==> src/rtl/hvt_pkg.sv <==
// ----------------------------------------------------------------------------
// hvt_pkg
// types and constants of the homogeneous vertex transform unit
// ----------------------------------------------------------------------------
package hvt_pkg;

  localparam logic CMD_WRITE = 1'b0;
  localparam logic CMD_XFORM = 1'b1;
  localparam logic [31:0] FIX_ONE = 32'h0001_0000;

  typedef struct packed {
    logic               cmd;
    logic [1:0]         row;
    logic [1:0]         col;
    logic signed [31:0] element;
    logic signed [15:0] vx;
    logic signed [15:0] vy;
    logic signed [15:0] vz;
  } hvt_in_t;

  typedef struct packed {
    logic signed [15:0] out_x;
    logic signed [15:0] out_y;
    logic signed [15:0] out_z;
    logic               divided;
  } hvt_out_t;

  typedef enum logic [2:0] {
    ST_IDLE,
    ST_MAC,
    ST_DIV,
    ST_OUT,
    ST_CLEAR
  } hvt_state_t;

  // divider handshake
  typedef struct packed {
    logic        start;
    logic [31:0] num;
    logic [31:0] den;
  } hvt_div_req_t;

  typedef struct packed {
    logic        done;
    logic [31:0] quo;
  } hvt_div_rsp_t;

endpackage

==> src/rtl/hvt_ram.sv <==
// ----------------------------------------------------------------------------
// hvt_ram
// generic single port ram, registered read
// ----------------------------------------------------------------------------
module hvt_ram #(
  parameter int Width = 32,
  parameter int Depth = 16
) (
  input  logic                     clk,
  input  logic                     we,
  input  logic [$clog2(Depth)-1:0] addr,
  input  logic [Width-1:0]         wdata,
  output logic [Width-1:0]         rdata
);
  logic [Width-1:0] mem [Depth];

  always_ff @(posedge clk) begin
    if (we) begin
      mem[addr] <= wdata;
    end
    rdata <= mem[addr];
  end
endmodule

==> src/rtl/hvt_div.sv <==
// ----------------------------------------------------------------------------
// hvt_div
// signed 32-bit restoring divider, truncating, one quotient bit per cycle
// ----------------------------------------------------------------------------
module hvt_div
  import hvt_pkg::*;
(
  input  logic         clk,
  input  logic         rst_n,
  input  hvt_div_req_t req,
  output hvt_div_rsp_t rsp
);
  logic        busy_r, busy_nxt;
  logic [4:0]  cnt_r, cnt_nxt;
  logic [31:0] rem_r, rem_nxt;
  logic [31:0] quo_r, quo_nxt;
  logic [31:0] den_r, den_nxt;
  logic        neg_r, neg_nxt;
  logic        done_r, done_nxt;
  logic [32:0] trial;

  always_comb begin
    busy_nxt = busy_r;
    cnt_nxt  = cnt_r;
    rem_nxt  = rem_r;
    quo_nxt  = quo_r;
    den_nxt  = den_r;
    neg_nxt  = neg_r;
    done_nxt = 1'b0;
    trial    = {rem_r, quo_r[31]} - {1'b0, den_r};
    if (req.start) begin
      busy_nxt = 1'b1;
      cnt_nxt  = '0;
      rem_nxt  = '0;
      quo_nxt  = req.num[31] ? (32'd0 - req.num) : req.num;
      den_nxt  = req.den[31] ? (32'd0 - req.den) : req.den;
      neg_nxt  = req.num[31] ^ req.den[31];
    end else if (busy_r) begin
      if (!trial[32]) begin
        rem_nxt = trial[31:0];
        quo_nxt = {quo_r[30:0], 1'b1};
      end else begin
        rem_nxt = {rem_r[30:0], quo_r[31]};
        quo_nxt = {quo_r[30:0], 1'b0};
      end
      cnt_nxt = cnt_r + 5'd1;
      if (cnt_r == 5'd31) begin
        busy_nxt = 1'b0;
        done_nxt = 1'b1;
      end
    end
  end

  always_ff @(posedge clk) begin
    if (!rst_n) begin
      busy_r <= 1'b0;
      done_r <= 1'b0;
    end else begin
      busy_r <= busy_nxt;
      done_r <= done_nxt;
    end
    cnt_r <= cnt_nxt;
    rem_r <= rem_nxt;
    quo_r <= quo_nxt;
    den_r <= den_nxt;
    neg_r <= neg_nxt;
  end

  assign rsp.done = done_r;
  assign rsp.quo  = neg_r ? (32'd0 - quo_r) : quo_r;
endmodule

==> src/rtl/homogeneous_vertex_transform_unit.sv <==
// ----------------------------------------------------------------------------
// homogeneous_vertex_transform_unit
// 4x4 16.16 matrix times integer vertex, with perspective divide by w
// ----------------------------------------------------------------------------
//  channel | ports            | carries
//  input   | in_valid/ready   | write element or transform vertex request
//  output  | out_valid/ready  | transformed x, y, z and divided flag
//
//  a write request is taken in idle and stays there; a transform runs a
//  multiply-accumulate (16 matrix reads through the one ram port, one
//  multiply each), then takes the integer parts when w is 0 or 1.0 or else
//  divides x, y and z by w in turn, then loads the output register
//  after reset a clearing pass zeroes all 16 matrix ram words; no request
//  is taken then. a finished result sits in the output register; the next
//  request is taken while it waits, but a new result waits for its slot
// ----------------------------------------------------------------------------
module homogeneous_vertex_transform_unit
  import hvt_pkg::*;
(
  input  logic     clk,
  input  logic     rst_n,
  input  logic     in_valid,
  output logic     in_ready,
  input  hvt_in_t  in_data,
  output logic     out_valid,
  input  logic     out_ready,
  output hvt_out_t out_data
);
  hvt_state_t  state_r, state_nxt;
  logic [4:0]  idx_r, idx_nxt;     // mac step / clear address / div lane
  logic        rd_pend_r;          // ram read issued last cycle
  logic [1:0]  rd_col_r;
  logic [1:0]  rd_row_r;
  logic        last_rd_r;
  logic [31:0] acc_r [4];
  logic [31:0] prod_r;
  logic        prod_vld_r;
  logic [1:0]  prod_row_r;
  logic        prod_last_r;
  logic signed [15:0] vx_r, vy_r, vz_r;
  logic [15:0] q_r [3];
  logic        dvd_r;
  logic        ov_r;
  hvt_out_t    od_r;

  logic        we;
  logic [3:0]  addr;
  logic [31:0] wdata, rdata;
  hvt_div_req_t dreq;
  hvt_div_rsp_t drsp;
  logic [31:0] w;
  logic        use_div;
  logic        start_issued_r;
  logic [31:0] vsel;

  hvt_ram #(.Width(32), .Depth(16)) u_ram (
    .clk(clk), .we(we), .addr(addr), .wdata(wdata), .rdata(rdata)
  );

  hvt_div u_div (.clk(clk), .rst_n(rst_n), .req(dreq), .rsp(drsp));

  assign w       = acc_r[3];
  assign use_div = (w != 32'd0) && (w != FIX_ONE);
  assign in_ready = (state_r == ST_IDLE);

  // next state
  always_comb begin
    state_nxt = state_r;
    unique case (state_r)
      ST_CLEAR: if (idx_r == 5'd15) state_nxt = ST_IDLE;
      ST_IDLE:  if (in_valid && in_data.cmd == CMD_XFORM) state_nxt = ST_MAC;
      ST_MAC:   if (prod_vld_r && prod_last_r) state_nxt = ST_DIV;
      ST_DIV: begin
        if (!use_div) state_nxt = ST_OUT;
        else if (drsp.done && idx_r == 5'd2) state_nxt = ST_OUT;
      end
      ST_OUT:   if (!ov_r || out_ready) state_nxt = ST_IDLE;
      default:  state_nxt = ST_IDLE;
    endcase
  end

  // ram port and sequencing
  always_comb begin
    we      = 1'b0;
    addr    = {in_data.row, in_data.col};
    wdata   = in_data.element;
    idx_nxt = idx_r;
    dreq.start = 1'b0;
    dreq.num   = acc_r[idx_r[1:0]];
    dreq.den   = w;
    unique case (state_r)
      ST_CLEAR: begin
        we = 1'b1; addr = idx_r[3:0]; wdata = '0; idx_nxt = idx_r + 5'd1;
      end
      ST_IDLE: begin
        we = in_valid && in_data.cmd == CMD_WRITE;
        idx_nxt = '0;
      end
      ST_MAC: begin
        addr = idx_r[3:0];
        if (idx_r < 5'd16) idx_nxt = idx_r + 5'd1;
        if (prod_vld_r && prod_last_r) idx_nxt = '0;
      end
      ST_DIV: begin
        if (use_div && !start_issued_r) dreq.start = 1'b1;
        if (drsp.done) idx_nxt = idx_r + 5'd1;
      end
      ST_OUT: idx_nxt = '0;
      default: ;
    endcase
  end

  always_comb begin
    unique case (rd_col_r)
      2'd0: vsel = {{16{vx_r[15]}}, vx_r};
      2'd1: vsel = {{16{vy_r[15]}}, vy_r};
      2'd2: vsel = {{16{vz_r[15]}}, vz_r};
      default: vsel = 32'd1;
    endcase
  end

  always_ff @(posedge clk) begin
    if (!rst_n) begin
      state_r        <= ST_CLEAR;
      idx_r          <= '0;
      rd_pend_r      <= 1'b0;
      prod_vld_r     <= 1'b0;
      ov_r           <= 1'b0;
      start_issued_r <= 1'b0;
    end else begin
      state_r   <= state_nxt;
      idx_r     <= idx_nxt;
      rd_pend_r <= (state_r == ST_MAC) && (idx_r < 5'd16);
      prod_vld_r <= rd_pend_r;
      if (state_r != ST_DIV) start_issued_r <= 1'b0;
      else if (drsp.done) start_issued_r <= 1'b0;
      else if (dreq.start) start_issued_r <= 1'b1;
      // a new result refills the slot in the cycle the old one leaves
      if (state_r == ST_OUT && (!ov_r || out_ready)) ov_r <= 1'b1;
      else if (out_valid && out_ready) ov_r <= 1'b0;
    end
    rd_col_r  <= idx_r[1:0];
    rd_row_r  <= idx_r[3:2];
    last_rd_r <= (idx_r == 5'd15);
    // registered product, then accumulate
    prod_r      <= rdata * vsel;
    prod_row_r  <= rd_row_r;
    prod_last_r <= last_rd_r;
    if (state_r == ST_IDLE) begin
      vx_r <= in_data.vx; vy_r <= in_data.vy; vz_r <= in_data.vz;
      for (int i = 0; i < 4; i++) acc_r[i] <= '0;
    end else if (prod_vld_r) begin
      acc_r[prod_row_r] <= acc_r[prod_row_r] + prod_r;
    end
    if (state_r == ST_DIV) begin
      dvd_r <= use_div;
      if (!use_div) begin
        for (int i = 0; i < 3; i++) q_r[i] <= acc_r[i][31:16];
      end else if (drsp.done) begin
        q_r[idx_r[1:0]] <= drsp.quo[15:0];
      end
    end
    if (state_r == ST_OUT && (!ov_r || out_ready)) begin
      od_r.out_x <= q_r[0]; od_r.out_y <= q_r[1]; od_r.out_z <= q_r[2];
      od_r.divided <= dvd_r;
    end
  end

  assign out_valid = ov_r;
  assign out_data  = od_r;
endmodule

==> config.mk <==
export PLATFORM = sky130hd
export DESIGN_NAME = homogeneous_vertex_transform_unit
export DESIGN_NICKNAME = d
export VERILOG_FILES = /design/src/rtl/hvt_pkg.sv /design/src/rtl/hvt_ram.sv /design/src/rtl/hvt_div.sv /design/src/rtl/homogeneous_vertex_transform_unit.sv
export SDC_FILE = /design/constraint.sdc
export NUM_CORES = 2
export LEC_CHECK = 0
export BUFFER_PORTS_ARGS = -buffer_cell sky130_fd_sc_hd__buf_2
export CORE_MARGIN = 1.5
export CORE_UTILIZATION = 34
export CTS_BUF_LIST = sky130_fd_sc_hd__clkbuf_4
export DETAILED_ROUTE_END_ITERATION = 6
export SLEW_MARGIN = 15
export SYNTH_ARGS = -nofsm -noshare
export SYNTH_HDL_FRONTEND = slang
export SYNTH_SLANG_ARGS = --single-unit
==> constraint.sdc <==
create_clock -name clk -period 13.3 [get_ports clk]
set_input_delay 2.66 -clock clk [delete_from_list [all_inputs] [get_ports clk]]
set_output_delay 2.66 -clock clk [all_outputs]
set_load 0.005 [all_outputs]
==> summary.md <==
| Metric | Value |
|---|---|
| DRT Pass-1 Iters | `7` |
| Worst reg2reg startpoint | `rd_col_r[1]` |
| Die X | `~410 um` |
| Ys flop type | `edfxtp_1` |
| Post CTS Setup Buffer Count | `0` |
| Initial antenna violation count | `6` |
| Worst-margin pin slew | `between 1 and 1.5 ns` |
| EDFF count, synth | `851` |
| Port-buffer cells | `139` |
| Final hold vios | `0` |
| Drt total wl | `around 140 mm` |
| Clock Skews | `~0.087 ns` |
| Max-slew violation count | `0` |
| Max-Cap Viols | `0` |
| RePlAce Congestion | `roughly 0.85` |
| Worst path required time | `about 14 ns` |
| Failing checks | `DRC` |
| CTS Buffer Depth | `3` |
| Final net count | `between 5000 and 6000` |
| Fraction of registers with async set/reset | `0` |
| Clk Latency, worst-skew pair | `1.17 ns` |
| HP Start | `rd_row_r[1]` |
| Syn nets | `5054` |
| CTS resizes | `0` |
| Critical Path End | `prod_r[31]` |
| Worst Setup SP | `rd_col_r[1]` |
| Number of synthesized register bits | `about 1000` |
| Avg WL per Cell | `~20 um` |
| H-Tree Depth | `4` |
| Layout cells sized above 1 | `0.176` |
| RSZ-0062 raised after global routing | `no` |
| Fmax | `116 MHz` |
| # hold bufs at CTS | `0` |
| Clock transition at path regs | `approximately 0.070 ns` |
| Post-DP HPWL | `96.3 mm` |
| Final Setup Violations | `0` |
| Clock root cell | `clkbuf_4` |
| Overall routing resource usage | `0.167` |
| CP endpoint kind | `flop` |
| Core Area | `165000 um^2` |
| Period utilization | `0.651` |
| Largest net degree at the start of global routing | `93` |
| Peak fanout along the critical path | `24` |
| Dpl cells | `6600` |
| Final worst slack | `4.65 ns` |
| Post-DR vias/cell | `5.00` |
| Die ar. | `169000 um^2` |
| Sequential area share after synthesis | `0.496` |
| WHS | `~0.33 ns` |
| Setup CP Type | `flop to flop` |
| Gate Count Post-Synth | `approximately 4400` |
| R2r endpoint | `prod_r[31]` |
| TritonCTS clock tree | `built` |
| # clock sinks | `976` |
| Post-route insts no fill | `7029` |
| Global-route wire length before repair | `216 mm` |
| CTS Buf Count | `234` |
| Synth-to-Final Area Change | `11.7%` |
| Antenna-violating nets left | `0` |
| R2r worst-path depth | `26` |
| Yosys warnings | `0` |
| Status | `finished with violations` |
| Total grt overflow | `0` |
| Hold crit path type | `flop to flop` |
| Crit path time final | `between 8 and 9 ns` |
| Starting DRC count in detailed routing | `2735` |
| Number of global-route vias before repair | `roughly 36000` |
| Yosys cell types | `75` |
| Arrival @ worst endpoint | `9.67 ns` |
| Post-Syn Area | `56600 um^2` |
| Residual DRC count | `1` |
| I/O pin count | `140` |
| Fill cells | `roughly 16000` |
| Crit start category | `flop` |
| Worst slew margin | `0.248` |
| Die height | `411 um` |
| Starting Density | `0.343` |
| DP Worst Slack | `4.69 ns` |
| Rows | `149` |
| Vias post-DR | `35200` |
| Flop2flop setup slack | `~4.6 ns` |
| TNS Setup | `0 ns` |
| Average size of a mapped cell | `between 10 and 15 um^2` |
## final cells by class
class | count | area (um^2) | area share
Tap cell | 2189 | 2740 | 0.0433
Timing Repair Buffer | 225 | 1340 | 0.0212
Inverter | 479 | 1800 | 0.0285
Antenna cell | 3 | 7.51 | 0.000119
Multi-Input combinational cell | 2731 | 26100 | 0.414
Sequential cell | 976 | 28100 | 0.444
Clock buffer | 344 | 2580 | 0.0409
Clock inverter | 82 | 520 | 0.00824
## metrics by stage
stage | instance area [um^2] | utilization
global route | 63200 | 0.383
global placement | 60100 | 0.364
detailed placement | 60100 | 0.364
CTS | 63200 | 0.382
floorplan | 56600 | -
finish | 63200 | 0.383
## worst min-delay path by stage
stage / slack (ns) / endpoint / cells past startpoint
final: 0.33 / prod_row_r[1] / 0
after global routing: 0.33 / prod_row_r[1] / 0
after CTS: 0.33 / prod_row_r[1] / 0
after detailed placement: 0.31 / prod_last_r / 0
after global placement: 0.31 / prod_row_r[0] / 0
after floorplan: 0.31 / prod_last_r / 0
## cell usage after synthesis (all sizes together) (8+ instances only)
master	number	area, um^2
o41ai	11	104
buf	31	155
dfxtp	125	2500
nor3	38	190
nor2	177	669
edfxtp	851	25600
nand2	427	1600
o21ai	204	1020
or3	14	87.6
o21bai	12	90.1
nor2b	27	169
mux2	8	90.1
a21o	33	248
inv	479	1800
or4	14	116
o21a	18	135
mux2i	44	440
clkbuf	166	623
and3	25	156
a31oi	47	294
a211oi	44	330
nor4	12	96.3
nor3b	16	120
xor2	63	552
fa	390	7810
nand2b	27	176
ha	192	2400
a21oi	99	495
nand3	39	200
xnor2	136	1190
o211ai	15	113
and2	303	1900
mux4	191	4330
or2	13	81.3
nand4	9	56.3
o31ai	27	218
## cell families (layout without fill, tap and decap cells)
kind of cell / count (synthesis) / in the layout / synth area share
simple gates: 1160 / 1160 / 0.102
flops: 976 / 976 / 0.496
buf+inv: 676 / 1130 / 0.0455
fa+ha+maj: 582 / 582 / 0.180
compound gates: 547 / 547 / 0.0595
mux: 243 / 243 / 0.0858
xor+xnor: 199 / 199 / 0.0308
other cells: 0 / 3 / 0
## critical path: stages (launching register included)
cell	delay, ns
dfxtp_1	0.77
nor2b_1	0.45
buf_4	0.24
nand2_1	0.08
o21ai_2	0.06
buf_4	0.29
nand2_1	0.13
fa_1	0.55
inv_1	0.05
fa_1	0.44
fa_1	0.49
inv_1	0.05
fa_1	0.47
inv_1	0.05
fa_1	0.46
ha_1	0.33
fa_1	0.51
fa_1	0.42
ha_1	0.38
a21o_1	0.19
a21o_1	0.20
o41ai_1	0.82
o211ai_1	0.25
a31o_2	0.33
a211o_1	0.26
a21oi_1	0.18
xnor2_1	0.09
## flip-flops by register name, summed over array words and instances, names as in the netlist, 48 cells and up, named ones only
signal	cells
u_ram.mem	512
out_data	49
q_r	48
acc_r	128
## layer usage
metal | global-route usage | vias up | part of all wire
li1 | - | 16000 | -
met1 | 0.222 | 17900 | 0.43
met2 | 0.278 | 1055 | 0.49
met3 | 0.0297 | 160 | 0.060
met4 | 0.0487 | 2 | 0.017
met5 | 0 | - | 0.000050
## placed cells by master, fill, tap and decap left out, types with 136 or more instances in the layout
| master | n |
|---|---|
| inv_1 | 475 |
| nor2_1 | 168 |
| and2_1 | 303 |
| fa_1 | 390 |
| clkbuf_4 | 344 |
| nand2_1 | 427 |
| ha_1 | 192 |
| mux4_2 | 184 |
| xnor2_1 | 136 |
| o21ai_0 | 154 |
| buf_2 | 139 |
| edfxtp_1 | 851 |
Power is left out: the tool's default activity adds up to more than one toggle a clock period on the data nets, which glitch-free logic cannot reach.
